### config.mk
export PLATFORM = sky130hd
export DESIGN_NAME = tlb_translate_fifo_lru_top
export DESIGN_NICKNAME = d
export VERILOG_FILES = /design/src/rtl/tlbf_pkg.sv /design/src/rtl/tlbf_queue.sv /design/src/rtl/tlbf_div.sv /design/src/rtl/tlbf_front.sv /design/src/rtl/tlbf_back.sv /design/src/rtl/tlb_translate_fifo_lru_top.sv
export SDC_FILE = /design/constraint.sdc
export NUM_CORES = 2
export LEC_CHECK = 0
export BUFFER_PORTS_ARGS = -buffer_cell sky130_fd_sc_hd__buf_2
export CAP_MARGIN = 15
export CORE_MARGIN = 5
export CORE_UTILIZATION = 62
export CTS_CLUSTER_DIAMETER = 120
export DETAILED_ROUTE_END_ITERATION = 8
export PLACE_DENSITY = 0.8
export SLEW_MARGIN = 10
export SYNTH_ARGS = -nofsm -noshare
export SYNTH_HDL_FRONTEND = slang
export SYNTH_HIERARCHICAL = 1
export SYNTH_SLANG_ARGS = --single-unit
export TNS_END_PERCENT = 100
### constraint.sdc
create_clock -name clk -period 9.9 [get_ports clk]
set_clock_uncertainty 0.15 [all_clocks]
set_input_delay 0.495 -clock clk [delete_from_list [all_inputs] [get_ports clk]]
set_output_delay 0.495 -clock clk [all_outputs]
set_load 0.03 [all_outputs]
### src/rtl/tlbf_pkg.sv
// ----------------------------------------------------------------------------
// tlbf_pkg
// shared types, codes and constants of the translation lookaside buffer
// ----------------------------------------------------------------------------
package tlbf_pkg;

    localparam int ADDR_W  = 32;
    localparam int PID_W   = 16;
    localparam int FRAME_W = 20;
    localparam int PAGE_W  = 16;
    localparam int LIMIT_W = 5;

    localparam int MAX_ENTRIES_DEF = 16;
    localparam int DIV_RADIX_BITS  = 2;
    localparam int QUEUE_DEPTH     = 2;

    localparam int PADDR_W = 4;
    localparam int PDATA_W = 32;

    // register indexes
    localparam logic [1:0] REG_PAGE_SIZE    = 2'd0;
    localparam logic [1:0] REG_ENTRIES      = 2'd1;
    localparam logic [1:0] REG_REPLACE_MODE = 2'd2;

    // register reset values
    localparam logic [PAGE_W-1:0]  PAGE_SIZE_RST = 16'd32;
    localparam logic [LIMIT_W-1:0] ENTRIES_RST   = 5'd16;

    // operation and mode codes
    localparam logic FUNC_LOOKUP = 1'b0;
    localparam logic FUNC_FILL   = 1'b1;
    localparam logic MODE_FIFO   = 1'b0;
    localparam logic MODE_LRU    = 1'b1;

    typedef struct packed {
        logic               func;
        logic [PID_W-1:0]   process_id;
        logic [ADDR_W-1:0]  logical_address;
        logic [ADDR_W-1:0]  fill_page;
        logic [FRAME_W-1:0] fill_frame;
    } tlb_in_t;

    typedef struct packed {
        logic               hit;
        logic [FRAME_W-1:0] frame_number;
        logic [ADDR_W-1:0]  page_number;
        logic [PAGE_W-1:0]  page_offset;
        logic               evicted;
    } tlb_out_t;

    // classified operation handed from front end to back end
    typedef struct packed {
        logic               is_fill;
        logic [PID_W-1:0]   process_id;
        logic [ADDR_W-1:0]  page;
        logic [PAGE_W-1:0]  offset;
        logic [FRAME_W-1:0] frame;
    } tlb_op_t;

    typedef struct packed {
        logic [PAGE_W-1:0]  page_size;
        logic [LIMIT_W-1:0] entries_in_use;
        logic               replace_mode;
    } tlb_cfg_t;

endpackage

### src/rtl/tlbf_queue.sv
// ----------------------------------------------------------------------------
// tlbf_queue
// small register queue between pipeline parts
// ----------------------------------------------------------------------------
module tlbf_queue
    import tlbf_pkg::*;
#(
    parameter int WIDTH = 1,
    parameter int DEPTH = QUEUE_DEPTH
)
(
    input  logic             clk,
    input  logic             rst_n,
    input  logic             wr_en,
    input  logic [WIDTH-1:0] wr_data,
    output logic             full,
    input  logic             rd_en,
    output logic [WIDTH-1:0] rd_data,
    output logic             empty
);

    localparam int PTR_W = (DEPTH > 1) ? $clog2(DEPTH) : 1;
    localparam int CNT_W = $clog2(DEPTH + 1);

    logic [WIDTH-1:0] slots_reg [DEPTH];
    logic [PTR_W-1:0] wr_ptr_reg, wr_ptr_next;
    logic [PTR_W-1:0] rd_ptr_reg, rd_ptr_next;
    logic [CNT_W-1:0] count_reg, count_next;
    logic             wr_fire, rd_fire;

    assign full    = (count_reg == CNT_W'(DEPTH));
    assign empty   = (count_reg == '0);
    assign wr_fire = wr_en && !full;
    assign rd_fire = rd_en && !empty;
    assign rd_data = slots_reg[rd_ptr_reg];

    always_comb
    begin
        wr_ptr_next = wr_ptr_reg;
        rd_ptr_next = rd_ptr_reg;
        if (wr_fire)
        begin
            wr_ptr_next = (wr_ptr_reg == PTR_W'(DEPTH - 1)) ? '0 : wr_ptr_reg + 1'b1;
        end
        if (rd_fire)
        begin
            rd_ptr_next = (rd_ptr_reg == PTR_W'(DEPTH - 1)) ? '0 : rd_ptr_reg + 1'b1;
        end
        count_next = count_reg + CNT_W'(wr_fire) - CNT_W'(rd_fire);
    end

    always_ff @(posedge clk or negedge rst_n)
    begin
        if (!rst_n)
        begin
            wr_ptr_reg <= '0;
            rd_ptr_reg <= '0;
            count_reg  <= '0;
        end
        else
        begin
            wr_ptr_reg <= wr_ptr_next;
            rd_ptr_reg <= rd_ptr_next;
            count_reg  <= count_next;
        end
    end

    always_ff @(posedge clk)
    begin
        if (wr_fire)
        begin
            slots_reg[wr_ptr_reg] <= wr_data;
        end
    end

endmodule

### src/rtl/tlbf_div.sv
// ----------------------------------------------------------------------------
// tlbf_div
// iterative address divider, two quotient bits per cycle
// ----------------------------------------------------------------------------
module tlbf_div
    import tlbf_pkg::*;
(
    input  logic              clk,
    input  logic              rst_n,
    input  logic              start,
    input  logic [ADDR_W-1:0] dividend,
    input  logic [PAGE_W-1:0] divisor,
    output logic              done,
    output logic [ADDR_W-1:0] quotient,
    output logic [PAGE_W-1:0] remainder
);

    localparam int STEPS = ADDR_W / DIV_RADIX_BITS;
    localparam int CNT_W = $clog2(STEPS);

    logic [ADDR_W-1:0] quo_reg, quo_next;
    logic [PAGE_W-1:0] rem_reg, rem_next;
    logic [PAGE_W-1:0] den_reg;
    logic [CNT_W-1:0]  cnt_reg;
    logic              run_reg;
    logic              done_reg;

    // one restoring step: shift in the next dividend bit, subtract if it fits
    function automatic logic [PAGE_W+ADDR_W-1:0] div_step(
        input logic [PAGE_W-1:0] r,
        input logic [ADDR_W-1:0] q,
        input logic [PAGE_W-1:0] d
    );
        logic [PAGE_W:0]   t;
        logic [PAGE_W:0]   diff;
        logic [PAGE_W-1:0] r_n;
        logic [ADDR_W-1:0] q_n;
        t    = {r, q[ADDR_W-1]};
        diff = t - {1'b0, d};
        q_n  = {q[ADDR_W-2:0], 1'b0};
        if (t >= {1'b0, d})
        begin
            r_n    = diff[PAGE_W-1:0];
            q_n[0] = 1'b1;
        end
        else
        begin
            r_n = t[PAGE_W-1:0];
        end
        return {r_n, q_n};
    endfunction

    always_comb
    begin
        quo_next = quo_reg;
        rem_next = rem_reg;
        for (int k = 0; k < DIV_RADIX_BITS; k++)
        begin
            {rem_next, quo_next} = div_step(rem_next, quo_next, den_reg);
        end
    end

    always_ff @(posedge clk or negedge rst_n)
    begin
        if (!rst_n)
        begin
            run_reg  <= 1'b0;
            done_reg <= 1'b0;
            cnt_reg  <= '0;
        end
        else
        begin
            done_reg <= run_reg && (cnt_reg == CNT_W'(STEPS - 1));
            if (start)
            begin
                run_reg <= 1'b1;
                cnt_reg <= '0;
            end
            else if (run_reg)
            begin
                cnt_reg <= cnt_reg + 1'b1;
                if (cnt_reg == CNT_W'(STEPS - 1))
                begin
                    run_reg <= 1'b0;
                end
            end
        end
    end

    always_ff @(posedge clk)
    begin
        if (start)
        begin
            quo_reg <= dividend;
            rem_reg <= '0;
            // zero page size behaves as one
            den_reg <= (divisor == '0) ? PAGE_W'(1) : divisor;
        end
        else if (run_reg)
        begin
            quo_reg <= quo_next;
            rem_reg <= rem_next;
        end
    end

    assign done      = done_reg;
    assign quotient  = quo_reg;
    assign remainder = rem_reg;

endmodule

### src/rtl/tlbf_front.sv
// ----------------------------------------------------------------------------
// tlbf_front
// accepts items, splits lookup addresses into page and offset, queues them
// ----------------------------------------------------------------------------
module tlbf_front
    import tlbf_pkg::*;
(
    input  logic     clk,
    input  logic     rst_n,
    input  tlb_cfg_t cfg,
    input  logic     push,
    input  tlb_in_t  request,
    output logic     full,
    input  logic     op_pop,
    output tlb_op_t  op,
    output logic     op_empty
);

    localparam logic [1:0] F_IDLE = 2'd0;
    localparam logic [1:0] F_DIV  = 2'd1;
    localparam logic [1:0] F_PUSH = 2'd2;

    logic [1:0]              state_reg, state_next;
    tlb_in_t                 item_reg;
    logic                    accept;
    logic                    div_start;
    logic                    div_done;
    logic [ADDR_W-1:0]       div_quo;
    logic [PAGE_W-1:0]       div_rem;
    tlb_op_t                 op_new;
    logic                    op_full;
    logic                    op_wr;
    logic [$bits(tlb_op_t)-1:0] op_bits;

    assign full      = (state_reg != F_IDLE);
    assign accept    = push && !full;
    assign div_start = accept && (request.func == FUNC_LOOKUP);
    assign op_wr     = (state_reg == F_PUSH);

    always_comb
    begin
        state_next = state_reg;
        unique case (state_reg)
            F_IDLE:
            begin
                if (accept)
                begin
                    state_next = (request.func == FUNC_FILL) ? F_PUSH : F_DIV;
                end
            end
            F_DIV:
            begin
                if (div_done)
                begin
                    state_next = F_PUSH;
                end
            end
            F_PUSH:
            begin
                if (!op_full)
                begin
                    state_next = F_IDLE;
                end
            end
            default:
            begin
                state_next = F_IDLE;
            end
        endcase
    end

    always_ff @(posedge clk or negedge rst_n)
    begin
        if (!rst_n)
        begin
            state_reg <= F_IDLE;
        end
        else
        begin
            state_reg <= state_next;
        end
    end

    always_ff @(posedge clk)
    begin
        if (accept)
        begin
            item_reg <= request;
        end
    end

    always_comb
    begin
        op_new.is_fill    = (item_reg.func == FUNC_FILL);
        op_new.process_id = item_reg.process_id;
        op_new.frame      = item_reg.fill_frame;
        op_new.page       = op_new.is_fill ? item_reg.fill_page : div_quo;
        op_new.offset     = op_new.is_fill ? '0 : div_rem;
    end

    tlbf_div u_div (
        .clk       (clk),
        .rst_n     (rst_n),
        .start     (div_start),
        .dividend  (request.logical_address),
        .divisor   (cfg.page_size),
        .done      (div_done),
        .quotient  (div_quo),
        .remainder (div_rem)
    );

    tlbf_queue #(
        .WIDTH ($bits(tlb_op_t)),
        .DEPTH (QUEUE_DEPTH)
    ) u_op_queue (
        .clk     (clk),
        .rst_n   (rst_n),
        .wr_en   (op_wr),
        .wr_data (op_new),
        .full    (op_full),
        .rd_en   (op_pop),
        .rd_data (op_bits),
        .empty   (op_empty)
    );

    assign op = op_bits;

endmodule

### src/rtl/tlbf_back.sv
// ----------------------------------------------------------------------------
// tlbf_back
// entry store, scan sequencer, replacement and result queue
// ----------------------------------------------------------------------------
module tlbf_back
    import tlbf_pkg::*;
#(
    parameter int MAX_ENTRIES = MAX_ENTRIES_DEF
)
(
    input  logic     clk,
    input  logic     rst_n,
    input  tlb_cfg_t cfg,
    input  logic     op_empty,
    input  tlb_op_t  op,
    output logic     op_pop,
    input  logic     pop,
    output tlb_out_t result,
    output logic     empty
);

    localparam int IDX_W = (MAX_ENTRIES > 1) ? $clog2(MAX_ENTRIES) : 1;
    localparam int CNT_W = $clog2(MAX_ENTRIES + 1);
    localparam int LIM_W = (CNT_W > LIMIT_W) ? CNT_W : LIMIT_W;

    localparam logic [1:0] B_IDLE = 2'd0;
    localparam logic [1:0] B_SCAN = 2'd1;
    localparam logic [1:0] B_TAIL = 2'd2;
    localparam logic [1:0] B_DONE = 2'd3;

    typedef struct packed {
        logic [PID_W-1:0]   pid;
        logic [ADDR_W-1:0]  page;
        logic [FRAME_W-1:0] frame;
    } tlbf_entry_t;

    logic [1:0]             state_reg, state_next;
    tlb_op_t                cur_reg;
    tlbf_entry_t            mem [MAX_ENTRIES];
    tlbf_entry_t            rd_reg;
    logic [IDX_W-1:0]       idx_reg;
    logic [IDX_W-1:0]       data_slot_reg;
    logic                   data_vld_reg;
    logic [MAX_ENTRIES-1:0] valid_reg;
    logic [IDX_W-1:0]       age_reg [MAX_ENTRIES];
    logic [CNT_W-1:0]       used_reg;
    logic                   best_found_reg;
    logic [IDX_W-1:0]       best_age_reg;
    logic [IDX_W-1:0]       best_slot_reg;
    logic [FRAME_W-1:0]     best_frame_reg;
    logic                   free_found_reg;
    logic [IDX_W-1:0]       free_slot_reg;

    logic                   start;
    logic                   issue_last;
    logic                   slot_valid;
    logic [IDX_W-1:0]       slot_age;
    logic                   cand;
    logic                   take_best;
    logic                   take_free;
    logic [LIM_W-1:0]       lim_raw, lim_max, lim;
    logic                   evict;
    logic [IDX_W-1:0]       fill_slot;
    logic                   finish;
    logic                   res_full;
    tlb_out_t               res_new;
    logic [$bits(tlb_out_t)-1:0] res_bits;

    assign start      = (state_reg == B_IDLE) && !op_empty;
    assign op_pop     = start;
    assign issue_last = (idx_reg == IDX_W'(MAX_ENTRIES - 1));
    assign finish     = (state_reg == B_DONE) && !res_full;

    // compare stage of the scan: one entry per cycle
    assign slot_valid = valid_reg[data_slot_reg];
    assign slot_age   = age_reg[data_slot_reg];
    assign cand       = cur_reg.is_fill ? slot_valid :
                        (slot_valid && rd_reg.pid == cur_reg.process_id &&
                         rd_reg.page == cur_reg.page);
    assign take_best  = data_vld_reg && cand && (!best_found_reg || slot_age > best_age_reg);
    assign take_free  = data_vld_reg && cur_reg.is_fill && !slot_valid && !free_found_reg;

    // entry limit clamped to one..capacity
    always_comb
    begin
        lim_raw = LIM_W'(cfg.entries_in_use);
        lim_max = LIM_W'(MAX_ENTRIES);
        if (lim_raw == '0)
        begin
            lim = LIM_W'(1);
        end
        else if (lim_raw > lim_max)
        begin
            lim = lim_max;
        end
        else
        begin
            lim = lim_raw;
        end
    end

    assign evict     = (LIM_W'(used_reg) >= lim) && best_found_reg;
    assign fill_slot = evict ? best_slot_reg : free_slot_reg;

    always_comb
    begin
        res_new.hit          = !cur_reg.is_fill && best_found_reg;
        res_new.frame_number = res_new.hit ? best_frame_reg : '0;
        res_new.page_number  = cur_reg.is_fill ? '0 : cur_reg.page;
        res_new.page_offset  = cur_reg.is_fill ? '0 : cur_reg.offset;
        res_new.evicted      = cur_reg.is_fill && evict;
    end

    always_comb
    begin
        state_next = state_reg;
        unique case (state_reg)
            B_IDLE:
            begin
                if (start)
                begin
                    state_next = B_SCAN;
                end
            end
            B_SCAN:
            begin
                if (issue_last)
                begin
                    state_next = B_TAIL;
                end
            end
            B_TAIL:
            begin
                state_next = B_DONE;
            end
            B_DONE:
            begin
                if (!res_full)
                begin
                    state_next = B_IDLE;
                end
            end
        endcase
    end

    always_ff @(posedge clk or negedge rst_n)
    begin
        if (!rst_n)
        begin
            state_reg    <= B_IDLE;
            data_vld_reg <= 1'b0;
            valid_reg    <= '0;
            used_reg     <= '0;
            for (int i = 0; i < MAX_ENTRIES; i++)
            begin
                age_reg[i] <= '0;
            end
        end
        else
        begin
            state_reg    <= state_next;
            data_vld_reg <= (state_reg == B_SCAN);
            if (finish && cur_reg.is_fill)
            begin
                for (int i = 0; i < MAX_ENTRIES; i++)
                begin
                    if (IDX_W'(i) == fill_slot)
                    begin
                        age_reg[i] <= '0;
                    end
                    else if (valid_reg[i])
                    begin
                        age_reg[i] <= age_reg[i] + 1'b1;
                    end
                end
                valid_reg[fill_slot] <= 1'b1;
                if (!evict)
                begin
                    used_reg <= used_reg + 1'b1;
                end
            end
            else if (finish && best_found_reg && cfg.replace_mode == MODE_LRU)
            begin
                for (int i = 0; i < MAX_ENTRIES; i++)
                begin
                    if (IDX_W'(i) == best_slot_reg)
                    begin
                        age_reg[i] <= '0;
                    end
                    else if (valid_reg[i] && age_reg[i] < best_age_reg)
                    begin
                        age_reg[i] <= age_reg[i] + 1'b1;
                    end
                end
            end
        end
    end

    // scan bookkeeping
    always_ff @(posedge clk or negedge rst_n)
    begin
        if (!rst_n)
        begin
            idx_reg        <= '0;
            best_found_reg <= 1'b0;
            free_found_reg <= 1'b0;
        end
        else if (start)
        begin
            idx_reg        <= '0;
            best_found_reg <= 1'b0;
            free_found_reg <= 1'b0;
        end
        else
        begin
            if (state_reg == B_SCAN && !issue_last)
            begin
                idx_reg <= idx_reg + 1'b1;
            end
            if (take_best)
            begin
                best_found_reg <= 1'b1;
            end
            if (take_free)
            begin
                free_found_reg <= 1'b1;
            end
        end
    end

    always_ff @(posedge clk)
    begin
        if (start)
        begin
            cur_reg <= op;
        end
        if (take_best)
        begin
            best_age_reg   <= slot_age;
            best_slot_reg  <= data_slot_reg;
            best_frame_reg <= rd_reg.frame;
        end
        if (take_free)
        begin
            free_slot_reg <= data_slot_reg;
        end
        data_slot_reg <= idx_reg;
    end

    // entry store: one registered read a cycle, written by fills
    always_ff @(posedge clk)
    begin
        if (state_reg == B_SCAN)
        begin
            rd_reg <= mem[idx_reg];
        end
        if (finish && cur_reg.is_fill)
        begin
            mem[fill_slot] <= '{pid: cur_reg.process_id, page: cur_reg.page,
                                frame: cur_reg.frame};
        end
    end

    tlbf_queue #(
        .WIDTH ($bits(tlb_out_t)),
        .DEPTH (QUEUE_DEPTH)
    ) u_res_queue (
        .clk     (clk),
        .rst_n   (rst_n),
        .wr_en   (finish),
        .wr_data (res_new),
        .full    (res_full),
        .rd_en   (pop),
        .rd_data (res_bits),
        .empty   (empty)
    );

    assign result = res_bits;

endmodule

### src/rtl/tlb_translate_fifo_lru_top.sv
// ----------------------------------------------------------------------------
// tlb_translate_fifo_lru_top
// Translation lookaside buffer keyed by process id and page number. A lookup
// splits the logical address into page and offset by the programmed page size
// (any value, zero acts as one) in a radix-4 divider, then the back end scans
// the entry store one slot a cycle and answers with hit and frame; a fill
// scans the same way to find a free slot or a victim (oldest inserted in FIFO
// mode, least recently used in LRU mode, where a hit also refreshes recency).
// The front end and the back end run on their own, joined by a two-deep
// operation queue, so the divider works on the next lookup while the back end
// scans. Each end takes a new item only once it is through with the last one.
// Valid bits clear at reset; there is no clearing pass.
// ----------------------------------------------------------------------------
module tlb_translate_fifo_lru_top
    import tlbf_pkg::*;
#(
    parameter int MAX_ENTRIES = MAX_ENTRIES_DEF
)
(
    input  logic               clk,
    input  logic               rst_n,
    // item side
    input  logic               push,
    input  tlb_in_t            request,
    output logic               full,
    // result side
    input  logic               pop,
    output tlb_out_t           result,
    output logic               empty,
    // configuration port
    input  logic               psel,
    input  logic               penable,
    input  logic               pwrite,
    input  logic [PADDR_W-1:0] paddr,
    input  logic [PDATA_W-1:0] pwdata,
    output logic [PDATA_W-1:0] prdata,
    output logic               pready
);

    tlb_cfg_t   cfg_reg;
    logic       cfg_wr;
    logic [1:0] cfg_idx;
    tlb_op_t    op;
    logic       op_pop;
    logic       op_empty;

    // register file: a write transfer completes in the access phase
    assign pready  = 1'b1;
    assign cfg_wr  = psel && penable && pwrite && pready;
    assign cfg_idx = paddr[3:2];

    always_ff @(posedge clk or negedge rst_n)
    begin
        if (!rst_n)
        begin
            cfg_reg.page_size      <= PAGE_SIZE_RST;
            cfg_reg.entries_in_use <= ENTRIES_RST;
            cfg_reg.replace_mode   <= MODE_FIFO;
        end
        else if (cfg_wr)
        begin
            case (cfg_idx)
                REG_PAGE_SIZE:    cfg_reg.page_size      <= pwdata[PAGE_W-1:0];
                REG_ENTRIES:      cfg_reg.entries_in_use <= pwdata[LIMIT_W-1:0];
                REG_REPLACE_MODE: cfg_reg.replace_mode   <= pwdata[0];
                default:
                begin
                    // unmapped address, write ignored
                end
            endcase
        end
    end

    // read back, unmapped addresses read as zero
    always_comb
    begin
        case (cfg_idx)
            REG_PAGE_SIZE:    prdata = PDATA_W'(cfg_reg.page_size);
            REG_ENTRIES:      prdata = PDATA_W'(cfg_reg.entries_in_use);
            REG_REPLACE_MODE: prdata = PDATA_W'(cfg_reg.replace_mode);
            default:          prdata = '0;
        endcase
    end

    // front end: item transfer, address split, operation queue
    tlbf_front u_front (
        .clk      (clk),
        .rst_n    (rst_n),
        .cfg      (cfg_reg),
        .push     (push),
        .request  (request),
        .full     (full),
        .op_pop   (op_pop),
        .op       (op),
        .op_empty (op_empty)
    );

    // back end: entry scan, replacement, result queue
    tlbf_back #(
        .MAX_ENTRIES (MAX_ENTRIES)
    ) u_back (
        .clk      (clk),
        .rst_n    (rst_n),
        .cfg      (cfg_reg),
        .op_empty (op_empty),
        .op       (op),
        .op_pop   (op_pop),
        .pop      (pop),
        .result   (result),
        .empty    (empty)
    );

endmodule

; ---- After elaboration in Yosys (flattened, before gate mapping)
; Memory sizes are Yosys's and may differ from the RTL's. A register that Yosys moved wholly into a read port is not among the register bits.
; Cells that the tools add are included.
[word_totals]
reg_bits = 301
ram_bits = 1398
in_bits = 144
output_inout_bits = 105
wordCells = 399
mem_count = 3
[memory_table]
columns = memory, depth, word_bits, read_ports, rd_clocked_by_memory_dff, write_ports, line
row1 = u_back.mem, 16, 68, 1, 1, 1, tlbf_back.sv:39  ; tlbf_entry_t mem [MAX_ENTRIES];
row2 = u_front.u_op_queue.slots_reg, 2, 85, 1, 1, 1, tlbf_queue.sv:25  ; logic [WIDTH-1:0] slots_reg [DEPTH];
row3 = u_back.u_res_queue.slots_reg, 2, 70, 1, 0, 1, tlbf_queue.sv:25
[op_classes]
add_sub_neg = 29
n_lt_le_gt_ge = 25
n_eq_ne = 65
mux = 119
n_bitwise = 4
reduce_logical = 106
[ops]
columns = cell, count
row1 = two-way mux 4 bit, 71
row2 = two-way mux 32 bit, 4
row3 = two-way mux 64 bit, 2
row4 = "adder 4 x 1 -> 4 bit, second input constant", 18
row5 = "equality test 4 bit, first input constant", 16
row6 = < comparator 4 bit, 16
row7 = two-way mux 16 bit, 4
row8 = AND reduction 3 bit, 18
row9 = "inequality test 3 x 1 -> 1 bit, second input constant", 16
row10 = one-hot mux 16 bit (3 select lines), 1
row11 = nonzero test 3 bit, 16
row12 = logical AND 1 bit, 42
row13 = greater-or-equal comparator 17 x 16 -> 1 bit, 2
row14 = "equality test 3 x 4 -> 1 bit, first input constant", 8
row15 = equality test 32 bit, 1
row16 = subtractor 16 bit, 2
row17 = two-way mux 1 bit, 22
row18 = two-way mux 20 bit, 1
row19 = binary-select mux 4 bit (select 4 bit), 1
row20 = equality test 16 bit, 1
row21 = "equality test 2 x 4 -> 1 bit, first input constant", 4
row22 = logical NOT 16 bit, 1
row23 = bitwise OR 16 bit, 1
row24 = two-way mux 2 bit, 7
row25 = 30 further kinds, 73

; ---- Logic depth before layout (Yosys ltp)
[depth]
ltp_word = 11
ltp_mapped = 22
ltp_nobuf = 19

; ---- By module
; Netlist, hierarchy kept.
[modules_own_cells]
columns = mod, instances, cells_each, area_per_inst_um2, seq_area_each_um2
row1 = tlbf_back, 1, 2566, 54542.3, 40659.0
row2 = tlbf_queue (u_front.u_op_queue), 1, 283, 6536.3, 5205.0
row3 = tlbf_queue (u_back.u_res_queue), 1, 236, 5600.4, 4304.1
row4 = tlbf_div, 1, 447, 4735.8, 1911.8
row5 = tlbf_front, 1, 135, 2712.6, 2122.0
row6 = tlb_translate_fifo_lru_top, 1, 94, 1222.4, 553.0

; ---- Worst setup path before layout
; OpenSTA, ideal clock, no wires.
[synth_path]
path_kind = in2reg
startpoint = input port push
endpoint = register u_front.u_div.quo_reg[0], in the netlist u_front/u_div/quotient[0] (enable)
setup_time_ps = 390
arrival_time_ps = 8043
required_ps = 9360
slack_ps = 1317
stages = 4
path_buffers = 0
path_cell_list = nor3b_1 -> nor2b_1 -> clkinv_1 -> nand2_1
[synth_via]
elab_chain_len = 3
[synth_lines]
columns = element, line
row1 = from (decl), tlb_translate_fifo_lru_top.sv:23  ; input logic push,
row2 = logical AND 1 bit, tlbf_front.sv:36  ; assign accept = push && !full;
row3 = logical AND 1 bit, tlbf_front.sv:37  ; assign div_start = accept && (request.func == FUNC_LOOKUP);
row4 = net u_front.div_start, tlbf_front.sv:26  ; logic div_start;
row5 = nonzero test 2 bit (no source line), -
row6 = to (signal assigned), tlbf_div.sv:94  ; quo_reg <= dividend;
row7 = to (signal assigned), tlbf_div.sv:101  ; quo_reg <= quo_next;
row8 = to (decl), tlbf_div.sv:21  ; logic [ADDR_W-1:0] quo_reg, quo_next;
; The timed path passes the listed nets, and every way through them passes these cells.
; A chain may end at the register's enable or synchronous reset.

; ---- Worst setup path after layout
[layout_path]
startpoint = register u_front.u_div.den_reg[3]
endpoint = register u_front.u_div.rem_reg[12], in the netlist u_front/u_div/remainder[12]
[layout_via]
elab_chain_len = 4
word_cells_on_any_way = 6
classes_between = add/sub: 2 / order compare: 2 / mux: 2
[layout_lines]
columns = element, line
row1 = from (decl), tlbf_div.sv:23  ; logic [PAGE_W-1:0] den_reg;
row2 = from (signal assigned), tlbf_div.sv:97  ; den_reg <= (divisor == '0) ? PAGE_W'(1) : divisor;
row3 = subtractor 16 bit or greater-or-equal comparator 17 x 16 -> 1 bit (tied branches), "tlbf_div.sv:39, tlbf_div.sv:41"
row4 = two-way mux 16 bit, tlbf_div.sv:41  ; if (t >= {1'b0, d})
row5 = subtractor 16 bit or greater-or-equal comparator 17 x 16 -> 1 bit (tied branches), "tlbf_div.sv:39, tlbf_div.sv:41"
row6 = two-way mux 16 bit *, tlbf_div.sv:41
row7 = to (signal assigned), tlbf_div.sv:102  ; rem_reg <= rem_next;
row8 = to (decl), tlbf_div.sv:22  ; logic [PAGE_W-1:0] rem_reg, rem_next;
; Every way passes the cells marked *; elsewhere a longest branch is shown, timed or not.

==> summary.txt <==
Outcome
  – Status: complete, no violations

Layout
  – Final cell count without fillers: around 6000
  – Nets: between 4000 and 5000
  – Area of the multi-input gates: between 15000 and 20000 um2
  – Layout area overhead: 12.6%
  – Commonest non-fill, non-tap cell in the layout: edfxtp_1
  – Sequential cell area: 54800 um2
  – Max reg flops: between 1000 and 1500
  – Final Util: about 70%
  – Share of cells above drive strength 1: about 29%
  – Non-Filler Cell Area, Final: ~85000 um2
  – Most frequent cells in the layout: 1700 x edfxtp_1, 365 x mux4_2, 212 x buf_2
  – Fill count: about 7000

Die
  – Die Wd: between 300 and 400 um
  – Die area: ~130000 um2
  – Chip height: approximately 360 um
  – Starting Density: 62.2%
  – Num rows: between 100 and 150
  – Num ports: 249
  – CORE AREA: 121000 um2

Detailed routing
  – Vias: ~39000
  – Routed vias/inst: between 6 and 7
  – DRC viols: 0
  – Detailed Routing Iterations Pass 1: 5
  – DRT Wirelength: approximately 190 mm
  – WL/cell: between 30 and 40 um
  – Post-route ant nets: 0
  – First DRT Iteration DRCs: 5162

Setup path
  – R2R depth: 18
  – Setup CP Type: reg2reg
  – Critical path depth in cells: 18
  – Crit Reg-Reg Endpoint: u_front/u_div/remainder[12]$_SDFFE_PP0P_
  – Critical path's top delay family: compound AO/OA/AOI/OAI gates
  – CP Launch Type: flip-flop
  – Max incr delay on CP: ~0.81 ns
  – CP Cell Sequence: inv_1 -> ha_1 -> o21ai_0 -> nor4_1 -> a21oi_1 -> a21oi_2 -> nor2_1 -> buf_4 -> mux2_2 -> ha_1 -> a21oi_1 -> nand2_1 -> a311o_1 -> a2111oi_0 -> nor2_1 -> xnor2_1 -> nand2_1 -> a311oi_2
  – Buffers and inverters on the worst path: 2
  – Critical path origin: u_front/u_div/den_reg[3]$_SDFFCE_PN0P_
  – Slowest CP cell: a2111oi_0
  – R2r startpoint: u_front/u_div/den_reg[3]$_SDFFCE_PN0P_
  – Worst Path Max Fanout: 11
  – CP Capture Type: flip-flop
  – WP data required: about 10 ns
  – CP endpoint: u_front/u_div/remainder[12]$_SDFFE_PP0P_
  – CP Data Arrival Time: 6.38 ns
  – Reg2Reg Setup Slack: just over 4 ns

GRT
  – Total congestion overflow: 0
  – GR Util All Layers: roughly 30%
  – Largest net degree at the start of global routing: around 110
  – Initial antenna violation count: 7
  – First-pass GRT wire length: 279 mm
  – Vias in the first global route: 40833

STA
  – Crit share post-route: 59.1%
  – Least-Margin Pin Slew: about 1.1 ns
  – Slew HR: approximately 25%
  – Final hold violations: 0
  – Period minus WS final: between 5 and 6 ns
  – Setup-failing EPs final: 0
  – RSZ-0062 raised after global routing: false
  – Hold Worst Slack: ~0.11 ns
  – Count of pins over their slew limit: 0
  – Peak Freq: ~170 MHz
  – TNS Setup: 0 ns

Logic synthesis
  – Top_reg_cell synth: edfxtp_1
  – Flip-flop and latch count after synthesis: 1852
  – Sequential fraction of the synthesis area: slightly above 70%
  – Yosys warning count: 6
  – Syn Std Cell Area: 75300 um2
  – Post-synth ARST share: under 10%
  – Synth Area per Inst: 20.0 um2
  – Post-synth cell types: between 100 and 150
  – Gate Count Post-Synth: 3761
  – Post-synth EDFFs: between 1500 and 2000

Power
  – Gate power share: a little over a quarter
  – Clock network fraction of total power: 26.4%
  – Pwr/cell area: 295 nW/um2
  – IR drop worst, VDD: 0.295 mV
  – Switch share: 31.5%
  – P_int: between 15000 and 20000 uW
  – Leak Pwr: ~0.029 uW
  – Switching pwr: between 7000 and 8000 uW
  – Sequential power share: between 40% and 50%

Clock tree
  – Total CTS buffers: 177
  – Clk_lat worst skew: ~0.78 ns
  – Clock transition at the registers of the reported paths: roughly 0.060 ns
  – Clock buffer depth: 3
  – Post-cts sizing count: 0
  – H-tree depth: 4
  – Root Buffer: clkbuf_16
  – CTS tree: built
  – Hold_buf cts: approximately 120
  – Post-CTS setup repair buffer count: 0
  – Num Clock Sinks: 1852

Place
  – GPL Wtd Cong: approximately 0.9
  – Placed instance count: 5499
  – PortBufs: around 210
  – Post-DP HPWL: between 90 and 100 mm
  – Placed Area: about 78000 um2

Job
  – Maxcap violations: 0

Hold path
  – Hold Path Class: in2reg
worst register-to-register path, stage by stage (launching register included):
cell	delay (ns)
edfxtp_1	0.36
inv_1	0.15
ha_1	0.32
o21ai_0	0.32
nor4_1	0.09
a21oi_1	0.20
a21oi_2	0.10
nor2_1	0.70
buf_4	0.36
mux2_2	0.39
ha_1	0.34
a21oi_1	0.18
nand2_1	0.13
a311o_1	0.45
a2111oi_0	0.81
nor2_1	0.14
xnor2_1	0.17
nand2_1	0.08
a311oi_2	0.29
power groups by stage:
stage	combinational, uW	sequential, uW	clock (uW)
final	6660	11800	6630
after global routing	7050	11900	7060
after CTS	6590	11700	6680
after detailed placement	6420	11800	0
after global placement	6270	11700	0
after floorplan	5100	11300	0
metrics by stage:
| step | setup slack (ns) | total power (uW) |
|---|---|---|
| after detailed placement | 4.24 | 18300 |
| after global routing | 3.73 | 26000 |
| after CTS | 4.19 | 25000 |
| after floorplan | 1.32 | 16400 |
| final | 4.05 | 25100 |
| after global placement | 4.28 | 18000 |
worst min path at each step:
stage / start / endpoint / slack, ns / cells past startpoint
finish: penable / cfg_reg[0]$_DFFE_PN0P_ / 0.11 / 4
global route: penable / cfg_reg[0]$_DFFE_PN0P_ / 0.1 / 4
CTS: penable / cfg_reg[0]$_DFFE_PN0P_ / 0.06 / 4
detailed placement: rst_n / u_front/state_reg[0]$_DFFE_PN0P_ / 0.25 / 1
global placement: rst_n / u_front/state_reg[0]$_DFFE_PN0P_ / 0.24 / 1
floorplan: rst_n / cfg_reg[0]$_DFFE_PN0P_ / 0.05 / 0
layer usage:
layer,wire length [um],GRT usage [%]
met1,67500,40.4
met2,95500,50.1
met3,20100,5.90
met4,9240,12.4
met5,31,0
Yosys cell counts (all sizes together), types with 3 or more instances:
library cell	number	area share (%)
dfxtp	20	0.53
a311oi	11	0.20
nand2b	19	0.16
or2	21	0.17
buf	106	1.2
a22oi	7	0.070
and3	19	0.16
edfxtp	1700	68
a2111oi	3	0.035
a22o	6	0.070
a21oi	53	0.38
o21ai	44	0.30
nor3	41	0.31
clkbuf	76	0.38
nor4b	3	0.095
nor4	19	0.22
or4	9	0.090
dfrtp	130	4.3
nand2	92	0.46
a31oi	22	0.20
mux2i	32	0.47
nor2	123	0.64
and2	33	0.27
o211ai	4	0.065
a211oi	9	0.11
nor2b	87	0.73
mux2	264	4.6
and4	4	0.046
nor3b	6	0.096
o21bai	4	0.040
nand3	35	0.24
nand3b	11	0.11
xnor2	43	0.50
a21o	18	0.18
a311o	4	0.053
mux4	365	11
o21a	4	0.040
nand4	18	0.15
xor2	69	0.81
ha	117	1.9
inv	64	0.32
o2111ai	8	0.10
logic make-up after synthesis:
family,after synthesis,synth area share [%]
muxes,661,15.9
DFF,1852,72.7
adders and majority gates,119,2.00
xor gates and xnor gates,112,1.31
other,2,0.00997
and+or+nand+nor,546,4.01
AOI/OAI and AO/OA,222,2.19
buffers and inverters,247,1.86
layout make-up:
class	count	share of cell area [%]
clock buffers	224	5.65
diodes	2	0.00590
clock inverters	99	0.935
multi-input cells	1677	22.8
well taps	1625	2.40
flip-flops and latches	1852	64.5
repair buffers	401	3.35
inverters	65	0.287
(Power assumes the default switching activity.)
